===== src/rtl/core/sld_pkg.sv =====
// shared types and constants for the sync/length/xor frame deframer
package sld_pkg;

    localparam int unsigned BYTE_W       = 8;
    localparam int unsigned STATUS_W     = 2;
    localparam int unsigned CFG_ADDR_W   = 3;

    localparam logic [BYTE_W-1:0] MAX_LEN_RESET = 8'd138;
    localparam logic [BYTE_W-1:0] MIN_FRAME_LEN = 8'd6;
    localparam logic [BYTE_W-1:0] LEN_LO_INDEX  = 8'd4;
    localparam logic [BYTE_W-1:0] LEN_HI_INDEX  = 8'd5;

    // configuration register indexes
    localparam logic [CFG_ADDR_W-1:0] REG_SYNC_0  = 3'd0;
    localparam logic [CFG_ADDR_W-1:0] REG_SYNC_1  = 3'd1;
    localparam logic [CFG_ADDR_W-1:0] REG_VER_2   = 3'd2;
    localparam logic [CFG_ADDR_W-1:0] REG_VER_3   = 3'd3;
    localparam logic [CFG_ADDR_W-1:0] REG_MAX_LEN = 3'd4;

    // result status codes
    localparam logic [STATUS_W-1:0] ST_PROGRESS = 2'd0;
    localparam logic [STATUS_W-1:0] ST_GOOD     = 2'd1;
    localparam logic [STATUS_W-1:0] ST_BAD      = 2'd2;
    localparam logic [STATUS_W-1:0] ST_TOO_LONG = 2'd3;

    typedef enum logic [2:0] {
        PH_IDLE,
        PH_HDR1,
        PH_HDR2,
        PH_HDR3,
        PH_BODY
    } phase_t;

endpackage


===== src/rtl/core/sync_length_xor_frame_deframer.sv =====
// top level of the sync/length/xor frame deframer
// Byte-stream deframer. Each received word is one byte; the block hunts for the
// four configured header bytes, reads a little-endian length from frame bytes 4
// and 5 (frame length is that value plus 2, at least 6) and passes on every frame
// byte from index 4 onward with its index. The final byte carries last and a
// status: good when the xor of all bytes but the trailing two equals the trailing
// little-endian word, bad otherwise; a frame longer than max_frame_length ends at
// byte 5 with the too-long status. Header bytes give no output word. Throughput
// is one byte per clock while the receiver takes words. A byte that is taken
// sits in the input register until it is processed; its word then enters the
// result register, from which the receiver sees it. All matching, xor and
// length checks are combinational between the input and result registers.
// Every byte, header bytes included, waits in the input register while the
// result register holds a word the receiver has not taken yet.
// Configuration writes take effect at once and are meant for idle periods.
module sync_length_xor_frame_deframer
    import sld_pkg::*;
(
    input  logic                  aclk,
    input  logic                  aresetn,
    // configuration write port
    input  logic                  cfg_we,
    input  logic [CFG_ADDR_W-1:0] cfg_addr,
    input  logic [BYTE_W-1:0]     cfg_wdata,
    // received byte stream
    input  logic                  s_valid,
    output logic                  s_ready,
    input  logic [BYTE_W-1:0]     s_in_byte,
    // frame words out
    output logic                  m_valid,
    input  logic                  m_ready,
    output logic [BYTE_W-1:0]     m_frame_byte,
    output logic [BYTE_W-1:0]     m_byte_index,
    output logic                  m_last,
    output logic [STATUS_W-1:0]   m_status
);

    // configuration registers
    logic [BYTE_W-1:0] sync0_reg, sync1_reg, ver2_reg, ver3_reg, max_len_reg;

    always_ff @(posedge aclk) begin
        if (!aresetn) begin
            sync0_reg   <= '0;
            sync1_reg   <= '0;
            ver2_reg    <= '0;
            ver3_reg    <= '0;
            max_len_reg <= MAX_LEN_RESET;
        end else if (cfg_we) begin
            unique case (cfg_addr)
                REG_SYNC_0:  sync0_reg   <= cfg_wdata;
                REG_SYNC_1:  sync1_reg   <= cfg_wdata;
                REG_VER_2:   ver2_reg    <= cfg_wdata;
                REG_VER_3:   ver3_reg    <= cfg_wdata;
                REG_MAX_LEN: max_len_reg <= cfg_wdata;
                default: ;   // writes to unused indexes are dropped
            endcase
        end
    end

    // input register
    logic              in_valid_reg;
    logic [BYTE_W-1:0] in_byte_reg;

    // result register
    logic              out_valid_reg;
    logic [BYTE_W-1:0] out_byte_reg, out_index_reg;
    logic              out_last_reg;
    logic [STATUS_W-1:0] out_status_reg;

    // parse state
    phase_t            phase_reg, phase_next;
    logic [BYTE_W-1:0] count_reg, count_next;
    logic [BYTE_W-1:0] len_reg, len_next;
    logic [BYTE_W-1:0] len_lo_reg, len_lo_next;
    logic [BYTE_W-1:0] xor_reg, xor_next;
    logic [BYTE_W-1:0] chk_reg, chk_next;

    // result of the byte being processed
    logic                res_valid;
    logic                res_last;
    logic [STATUS_W-1:0] res_status;

    // handshake: a byte is processed when the result register can take a word
    logic out_free;
    logic advance;
    assign out_free = !out_valid_reg || m_ready;
    assign advance  = in_valid_reg && out_free;
    assign s_ready  = !in_valid_reg || advance;

    always_ff @(posedge aclk) begin
        if (!aresetn) begin
            in_valid_reg <= 1'b0;
        end else if (s_ready) begin
            in_valid_reg <= s_valid;
        end
    end

    always_ff @(posedge aclk) begin
        if (s_ready && s_valid) begin
            in_byte_reg <= s_in_byte;
        end
    end

    // per-byte parse logic
    logic              do_hunt;
    logic [BYTE_W-1:0] b;
    logic [BYTE_W-1:0] hdr_byte;
    logic [BYTE_W:0]   total;       // length word plus 2, high byte zero
    logic [BYTE_W-1:0] len_eff, xor_eff, chk_eff;
    logic [BYTE_W:0]   idx_p1, idx_p2;
    logic              aborted;

    assign b      = in_byte_reg;
    assign idx_p1 = {1'b0, count_reg} + 9'd1;
    assign idx_p2 = {1'b0, count_reg} + 9'd2;

    always_comb begin
        phase_next  = phase_reg;
        count_next  = count_reg;
        len_next    = len_reg;
        len_lo_next = len_lo_reg;
        xor_next    = xor_reg;
        chk_next    = chk_reg;
        res_valid   = 1'b0;
        res_last    = 1'b0;
        res_status  = ST_PROGRESS;
        do_hunt     = 1'b0;
        aborted     = 1'b0;
        hdr_byte    = ver3_reg;
        total       = '0;
        len_eff     = len_reg;
        xor_eff     = xor_reg;
        chk_eff     = chk_reg;

        unique case (phase_reg)
            PH_HDR1, PH_HDR2, PH_HDR3: begin
                unique case (phase_reg)
                    PH_HDR1: hdr_byte = sync1_reg;
                    PH_HDR2: hdr_byte = ver2_reg;
                    default: hdr_byte = ver3_reg;
                endcase
                if (b == hdr_byte) begin
                    xor_next   = xor_reg ^ b;
                    count_next = count_reg + 8'd1;
                    unique case (phase_reg)
                        PH_HDR1: phase_next = PH_HDR2;
                        PH_HDR2: phase_next = PH_HDR3;
                        default: begin
                            phase_next = PH_BODY;
                            len_next   = MIN_FRAME_LEN;
                        end
                    endcase
                end else begin
                    do_hunt = 1'b1;   // mismatch: retry this byte as sync byte 0
                end
            end
            PH_BODY: begin
                res_valid = 1'b1;
                if (count_reg == LEN_LO_INDEX) begin
                    len_lo_next = b;
                    count_next  = LEN_HI_INDEX;
                end else begin
                    if (count_reg == LEN_HI_INDEX) begin
                        total = {1'b0, len_lo_reg} + 9'd2;
                        if (total < {1'b0, MIN_FRAME_LEN}) begin
                            total = {1'b0, MIN_FRAME_LEN};
                        end
                        // nonzero high length byte always exceeds the 8-bit limit
                        if (b != '0 || total > {1'b0, max_len_reg}) begin
                            aborted = 1'b1;
                        end else begin
                            len_eff = total[BYTE_W-1:0];
                            // fold length low byte into the check
                            if ({1'b0, LEN_HI_INDEX} + 9'd1 < {1'b0, len_eff}) begin
                                xor_eff = xor_reg ^ len_lo_reg;
                            end else if ({1'b0, LEN_HI_INDEX} + 9'd1 == {1'b0, len_eff}) begin
                                chk_eff = len_lo_reg;
                            end
                        end
                    end
                    if (aborted) begin
                        res_last   = 1'b1;
                        res_status = ST_TOO_LONG;
                        phase_next = PH_IDLE;
                        count_next = '0;
                        len_next   = '0;
                        len_lo_next = '0;
                        xor_next   = '0;
                        chk_next   = '0;
                    end else if (idx_p1 >= {1'b0, len_eff}) begin
                        res_last   = 1'b1;
                        res_status = (xor_eff == chk_eff && b == '0) ? ST_GOOD : ST_BAD;
                        phase_next = PH_IDLE;
                        count_next = '0;
                        len_next   = '0;
                        len_lo_next = '0;
                        xor_next   = '0;
                        chk_next   = '0;
                    end else begin
                        len_next   = len_eff;
                        xor_next   = xor_eff;
                        chk_next   = chk_eff;
                        if (idx_p2 < {1'b0, len_eff}) begin
                            xor_next = xor_eff ^ b;
                        end else if (idx_p2 == {1'b0, len_eff}) begin
                            chk_next = b;
                        end
                        count_next = idx_p1[BYTE_W-1:0];
                    end
                end
            end
            default: begin
                do_hunt = 1'b1;
            end
        endcase

        // restart the hunt with this byte as candidate sync byte 0
        if (do_hunt) begin
            len_next    = '0;
            len_lo_next = '0;
            chk_next    = '0;
            if (b == sync0_reg) begin
                phase_next = PH_HDR1;
                count_next = 8'd1;
                xor_next   = b;
            end else begin
                phase_next = PH_IDLE;
                count_next = '0;
                xor_next   = '0;
            end
        end
    end

    always_ff @(posedge aclk) begin
        if (!aresetn) begin
            phase_reg  <= PH_IDLE;
            count_reg  <= '0;
            len_reg    <= '0;
            len_lo_reg <= '0;
            xor_reg    <= '0;
            chk_reg    <= '0;
        end else if (advance) begin
            phase_reg  <= phase_next;
            count_reg  <= count_next;
            len_reg    <= len_next;
            len_lo_reg <= len_lo_next;
            xor_reg    <= xor_next;
            chk_reg    <= chk_next;
        end
    end

    // result register
    logic load_out;
    assign load_out = advance && res_valid;

    always_ff @(posedge aclk) begin
        if (!aresetn) begin
            out_valid_reg <= 1'b0;
        end else if (out_free) begin
            out_valid_reg <= load_out;
        end
    end

    always_ff @(posedge aclk) begin
        if (load_out) begin
            out_byte_reg   <= b;
            out_index_reg  <= count_reg;
            out_last_reg   <= res_last;
            out_status_reg <= res_status;
        end
    end

    assign m_valid      = out_valid_reg;
    assign m_frame_byte = out_byte_reg;
    assign m_byte_index = out_index_reg;
    assign m_last       = out_last_reg;
    assign m_status     = out_status_reg;

    // checks

    // status stays zero on words that do not close a frame
    a_status_mid: assert property (@(posedge aclk) disable iff (!aresetn)
        (m_valid && !m_last) |-> (m_status == ST_PROGRESS))
        else $error("status set on a word that is not last");

    // only body bytes are passed on
    a_index_min: assert property (@(posedge aclk) disable iff (!aresetn)
        m_valid |-> (m_byte_index >= LEN_LO_INDEX))
        else $error("header byte passed on");

    // body phase always counts from index 4 upward
    a_body_count: assert property (@(posedge aclk) disable iff (!aresetn)
        (phase_reg == PH_BODY) |-> (count_reg >= LEN_LO_INDEX))
        else $error("byte count below body start in body phase");

    // a word that closes a frame leaves the parser hunting
    a_end_idle: assert property (@(posedge aclk) disable iff (!aresetn)
        (load_out && res_last) |=> (phase_reg == PH_IDLE && count_reg == '0))
        else $error("parser not idle after frame end");

endmodule

===== config.mk =====
export PLATFORM = sky130hd
export DESIGN_NAME = sync_length_xor_frame_deframer
export DESIGN_NICKNAME = d
export VERILOG_FILES = /design/src/rtl/core/sld_pkg.sv /design/src/rtl/core/sync_length_xor_frame_deframer.sv
export SDC_FILE = /design/constraint.sdc
export NUM_CORES = 1
export LEC_CHECK = 0
export BUFFER_PORTS_ARGS = -buffer_cell sky130_fd_sc_hd__buf_2
export CAP_MARGIN = 20
export CORE_MARGIN = 4
export CORE_UTILIZATION = 55
export CTS_CLUSTER_DIAMETER = 50
export DETAILED_ROUTE_END_ITERATION = 16
export PLACE_DENSITY_LB_ADDON = 0.25
export SKIP_LAST_GASP = 1
export SLEW_MARGIN = 10
export SYNTH_ARGS = -nofsm -noshare
export SYNTH_HDL_FRONTEND = slang
export SYNTH_SLANG_ARGS = --single-unit

===== constraint.sdc =====
create_clock -name aclk -period 7.4 [get_ports aclk]
set_input_delay 0.37 -clock aclk [delete_from_list [all_inputs] [get_ports aclk]]
set_output_delay 0.37 -clock aclk [all_outputs]
set_load 0.005 [all_outputs]

Yosys cells after proc, flatten, opt, wreduce, memory -nomap -nowiden
Index checks and enable logic that the tools add are counted.

operators by class
  reductions and logical operators = 29
  mux-type cells = 75
  equal/unequal tests = 20
  bitwise logic cells = 4
  order comparisons = 5
  add/sub/neg operators = 4

operators with widths
  operator                                                                      number
  8-bit 2-to-1 mux                                                              46
  8-bit one-hot mux with 2 select lines                                         4
  9-bit 2-to-1 mux                                                              4
  8-bit equality test                                                           3
  8-bit bitwise XOR                                                             3
  8-bit by 2-bit adder with 9-bit output, second input constant                 2
  8-bit by 3-bit equality test with 1-bit output, second input constant         2
  3-bit 2-to-1 mux                                                              5
  3-bit by 2-bit equality test with 1-bit output, second input constant         4
  3-bit one-hot mux with 2 select lines                                         2
  1-bit 2-to-1 mux                                                              10
  2-bit AND reduction                                                           5
  5-bit AND reduction                                                           2
  8-bit by 1-bit adder with 9-bit output, second input constant                 1
  9-bit by 8-bit equality test with 1-bit output                                1
  9-bit by 8-bit >= comparator with 1-bit output                                1
  9-bit by 8-bit greater-than comparator with 1-bit output                      1
  9-bit by 3-bit less-than comparator with 1-bit output, second input constant  1
  9-bit by 8-bit less-than comparator with 1-bit output                         1
  3-bit inequality test, second input constant                                  3
  3-bit AND reduction                                                           3
  8-bit by 1-bit adder with 8-bit output, second input constant                 1
  3-bit by 8-bit equality test with 1-bit output, first input constant          1
  8-bit zero test                                                               1
  other kinds (19)                                                              30

word-level totals
  bits of input ports = 24
  output and inout bits = 21
  logic and storage cells = 155
  bits in registers = 112

Depth between registers and ports, before layout
  depth in word-level cells = 20
  mapped depth = 26
  gate-level depth less buffers = 23

Worst setup path before layout
No wires, ideal clock.

  kind = reg2reg
  start = register len_lo_reg[2]
  end = register len_lo_reg[2]
  required time = 7.281 ns
  period minus slack after synthesis = 5.589 ns
  data arrival time = 5.471 ns
  cell stages (with the launch flop) = 26
  library setup time = 0.119 ns
  buffers on the path = 3
  slack = 1.811 ns
  cell sequence = dfxtp_1 ha_1 clkbuf_1 or3b_1 a211oi_1 o22a_1 nand2_1 nand2_1 ha_1 a211oi_1 o221ai_1 o211ai_1 nand2_2 clkbuf_1 mux2i_1 ha_1 a21o_1 a211o_1 a41oi_1 o221ai_1 nor3_1 a211o_1 clkbuf_1 nor3_2 a22oi_1 nor2b_1

on the way
  longest elaborated chain between the ends = 16
  elaborated cells between the ends (all ways) = 23
  classes of those cells = add/sub (1); order compare (3); mux (16); reduce/logical (3)

RTL lines
  item                                                                                                               line                                   text
  from (decl)                                                                                                        sync_length_xor_frame_deframer.sv:74   logic [BYTE_W-1:0] len_lo_reg, len_lo_next;
  from (signal assigned)                                                                                             sync_length_xor_frame_deframer.sv:246  len_lo_reg <= len_lo_next;
  8-bit by 2-bit adder with 9-bit output (*)                                                                         sync_length_xor_frame_deframer.sv:164  total = {1'b0, len_lo_reg} + 9'd2;
  9-bit by 3-bit less-than comparator with 1-bit output                                                              sync_length_xor_frame_deframer.sv:165  if (total < {1'b0, MIN_FRAME_LEN}) begin
  9-bit 2-to-1 mux (*)                                                                                               sync_length_xor_frame_deframer.sv:165
  9-bit 2-to-1 mux (*)                                                                                               sync_length_xor_frame_deframer.sv:163  if (count_reg == LEN_HI_INDEX) begin
  9-bit 2-to-1 mux (*)                                                                                               sync_length_xor_frame_deframer.sv:159  if (count_reg == LEN_LO_INDEX) begin
  9-bit 2-to-1 mux (*)                                                                                               sync_length_xor_frame_deframer.sv:135  unique case (phase_reg)
  parallel branches: the longest is 10 deep, another holds 9-bit by 8-bit greater-than comparator with 1-bit output  --

Every way passes the cells marked *. The select of a mux whose other input is x is not followed.
A chain may end at the register's enable or synchronous reset.

Final worst setup path
  start = register len_lo_reg[1]
  end = register len_lo_reg[3]

The elaborated chain is that of the path after synthesis.

==> results.txt <==
- Depth of the worst register-to-register path: 24
- The most common cell in the synthesized netlist is sky130_fd_sc_hd__nand2_1.
- Total DRC errors in the routed layout: 0
* Number of antenna violations at the first check in global routing: 0
- For this run the aggregate overflow at the end of global routing stands at 0.
- Via total after detailed routing: 5987
- The later pin in the worst-skew pair is clocked with a latency of about 0.36 ns.
- The biggest area contributor in the post-synthesis netlist is sky130_fd_sc_hd__dfxtp_1.
* Startpoint types: flip-flop
- Arr. time, crit path: 6.59 ns
* Total routed wirelength: 18310 um
- Yosys printed 0 warnings.
- Unrepaired setup endpoints after global routing: false
* Antenna Violating Nets Remaining: 0
- The synthesized design devotes to its leading area cell type about a quarter of total area.
- In this run the register-to-register setup slack is 1.10 ns.
* Number of enable flip-flop cells after synthesis: 27
- In the final timing run, aggregate negative setup slack is 0 ns.
* Layout Skew: 0.008285 ns
* Clock slew at the register clock pins of the worst setup and hold paths: 0.07 ns
* Routed wire per std cell: 19.28 um
- Using the TritonRoute via totals, the vias-per-cell ratio works out to 6.302.
- Count of standard-cell rows: 40
- The number of nets handed over by synthesis was 839.
- The clock net in this run drives a total of ~110 sinks.
- Cell types with the highest counts after synthesis: 111 x sky130_fd_sc_hd__nand2_1, 85 x sky130_fd_sc_hd__dfxtp_1, 43 x sky130_fd_sc_hd__clkbuf_1, 42 x sky130_fd_sc_hd__nor2_1, 38 x sky130_fd_sc_hd__a21boi_0
* Number of global-route vias before repair: a little under 6000
- Total power density per cell area: 176.7 nW/um^2
- TritonCTS created 9 clock buffers.
- TritonCTS clock tree: built
- The die covers 14100 sq um.
- Maximum number of pins on one net before global-route repair: a little under 50
- Total setup violations reported at the end of the flow: 0
* RePlAce Congestion: approximately 0.93
* Fraction of final layout cells with drive strength greater than 1: 9.589%
- Static leakage: 2.707 nW
* Largest voltage drop on the vdd net: about 0.00011 V
- End of the worst hold path: b[1]
- Counting instances, the worst hold path has a depth of 1.
- In this run, post-CTS hold repair placed 0 buffers.
- Before antenna repair, the detailed router went through 5 iterations.
- Core area: 12010 sq um
- Hold crit path type: in -> reg
- STA classifies the critical path endpoint as a flip-flop.
- Sequential cells were found to cover between 30% and 40% of the synthesized design area.
* Root buffer cell: sky130_fd_sc_hd__clkbuf_16
- Cell area after synthesis: roughly 6700 sq um
- Max-slew violation total from the final report: 0
* PostCTS Resize Cnt: 0
* Post-synthesis area per instance: 8.591 sq um
- In this run, synthesis produced a sequential element count of 112.
* Distinct cells, synth: 65
- Proportion of register bits with asynchronous set or reset after synthesis: 0%
- At the pin with the least slew margin, the transition time is approximately 1.1 ns.
- For the worst setup path, the data required time is 7.70 ns.
- Comb power frac: 7.9%
* Maximum operating frequency: 0.1588 GHz
- Layout Area Growth over Synthesis: 8.813%
* Headroom to the max-slew limit: 25.41%
- In this run the critical register-to-register path is launched from len_lo_reg[1].
- Worst r2r dst: len_lo_reg[3]
* Total power after layout: around 0.0013 W
- Summed over all nets, the half-perimeter wirelength after detailed placement is 13540 um.
- Chip height: 118.7 um
* Input/output buffers: 44
* Number of instances in the synthesized netlist: 785
* Io pins: 45
- Fin crit share: 85.11%
- Along the worst path, the maximum fanout reaches 15.
- Power share of the clock group: between 40% and 50%
* Initial Utilization: 56.15%
- The first global-routing pass estimated 29630 um of wire.
* Share of the core filled with cells in the final layout: 61.09%
- CTS max path bufs: 2
- # nets final: between 800 and 900
- Worst setup path class: reg -> reg
* Postcts setup bufs: 0
- The repair_antennas step left the layout with diodes totalling 0.
* Dominant cells by area after synthesis: sky130_fd_sc_hd__dfxtp_1 25%, sky130_fd_sc_hd__edfxtp_1 12%, sky130_fd_sc_hd__nand2_1 6.2%
- On the final layout, the worst hold slack is 0.1863 ns.
- For this run, the total global-route usage over all layers was measured as 26.20%.
* Initial detailed-routing violation count: 551
* Net load switching power: 0.0003179 W
- The run finished with clean final reports.
- Maximum level of the CTS H-tree: 3
* Pint: slightly below 0.001 W
- Top flip-flop cell by instance count after synthesis: sky130_fd_sc_hd__dfxtp_1
* Hold Fails Final Rpt: 0
* Die Wd: 118.7 um
- The routed design could run at a clock period as short as between 6 and 7 ns.
* Switching Fraction: 24.52%
- Max_cap viols: 0
- Reg power frac: 50.8%
- Hold Path Origin: s_in_byte[1]
[cell type report]
class                           count  area (sq um)
Timing Repair Buffer               52         280.3
Fill cell                        1085          4673
Clock buffer                        9         225.2
Clock inverter                      7         105.1
Tap cell                          147         183.9
Sequential cell                   112          2512
Inverter                           28         105.1
Multi-Input combinational cell    595          3926
[worst max-delay path, cell delays in order (launching register included)]
cell and delay, ns:
sky130_fd_sc_hd__dfxtp_1 0.44, sky130_fd_sc_hd__ha_1 0.35, sky130_fd_sc_hd__or3b_1 0.37, sky130_fd_sc_hd__a211oi_1 0.27, sky130_fd_sc_hd__o22a_1 0.29, sky130_fd_sc_hd__nand2_1 0.19
sky130_fd_sc_hd__nand2_1 0.13, sky130_fd_sc_hd__ha_1 0.25, sky130_fd_sc_hd__a211oi_1 0.25, sky130_fd_sc_hd__o221ai_1 0.16, sky130_fd_sc_hd__o211ai_1 0.20, sky130_fd_sc_hd__buf_4 0.25
sky130_fd_sc_hd__nand2_2 0.22, sky130_fd_sc_hd__o21ai_0 0.39, sky130_fd_sc_hd__ha_1 0.32, sky130_fd_sc_hd__and2_0 0.14, sky130_fd_sc_hd__o21ai_0 0.16, sky130_fd_sc_hd__a41oi_1 0.13
sky130_fd_sc_hd__o221ai_1 0.31, sky130_fd_sc_hd__nor3_1 0.08, sky130_fd_sc_hd__buf_4 0.22, sky130_fd_sc_hd__a211o_1 0.42, sky130_fd_sc_hd__nor3_2 0.41, sky130_fd_sc_hd__a22oi_1 0.14
sky130_fd_sc_hd__nor2b_1 0.14
[how the worst max path moves through the flow]
| stage | start | end | slack [ns] | depth (start not counted) |
|---|---|---|---|---|
| CTS | len_lo_reg[1] | len_lo_reg[6] | 1.18 | 24 |
| detailed placement | len_lo_reg[1] | len_lo_reg[6] | 1.22 | 24 |
| finish | len_lo_reg[1] | len_lo_reg[3] | 1.10 | 24 |
| floorplan | len_lo_reg[2] | len_lo_reg[2] | 1.81 | 25 |
| global placement | len_lo_reg[1] | len_lo_reg[6] | 1.51 | 24 |
| global route | len_lo_reg[1] | len_lo_reg[5] | 0.63 | 24 |
[cell families after synthesis]
| group | synth area share [%] |
|---|---|
| AND/OR/NAND/NOR | 21.11 |
| AO/OA/AOI/OAI | 22.88 |
| flip-flops | 37.25 |
| buffers and inverters | 4.527 |
| XOR/XNOR | 6.141 |
| adder cells (fa/ha/maj) | 5.566 |
| multiplexers | 2.523 |
[layer usage]
metal	vias up	global-route usage (%)	wire, um
met1	2824	32.75	7616
met4	0	11.88	626
met3	54	3.636	1126
met5	-	0	0
met2	238	44.83	8945
li1	2871	-	-
[stage by stage]
| stage | std cells | worst slack [ns] | cell area [sq um] |
|---|---|---|---|
| 2_1_floorplan | 785 | 1.811 | 6744 |
| 3_3_place_gp | 934 | 1.514 | 7008 |
| 3_5_place_dp | 934 | 1.225 | 7008 |
| 4_1_cts | 950 | 1.179 | 7338 |
| 5_1_grt | 950 | 0.6336 | 7338 |
| 6_report | 950 | 1.102 | 7338 |
[power by group through the flow]
| stage | clock network [W] | registers, W | logic [W] |
|---|---|---|---|
| finish | 0.000536 | 0.000658 | 0.000102 |
| floorplan | 0 | 0.000658 | 0.0000769 |
| global placement | 0 | 0.000671 | 0.0000972 |
| CTS | 0.000542 | 0.000658 | 0.000101 |
| global route | 0.000576 | 0.000660 | 0.000113 |
| detailed placement | 0 | 0.000672 | 0.000101 |
[cells in the final DEF, fill, tap and decap left out, drive strengths merged, types with 18 or more instances in the layout]
cell type  instances
a21boi            41
a21oi             25
buf               52
xor2              24
a22oi             29
ha                30
nand3             18
nor2b             30
dfxtp             85
edfxtp            27
o21ai             37
inv               30
nand2            112
nor2              42
No activity file was read; power rests on OpenSTA's default activity.
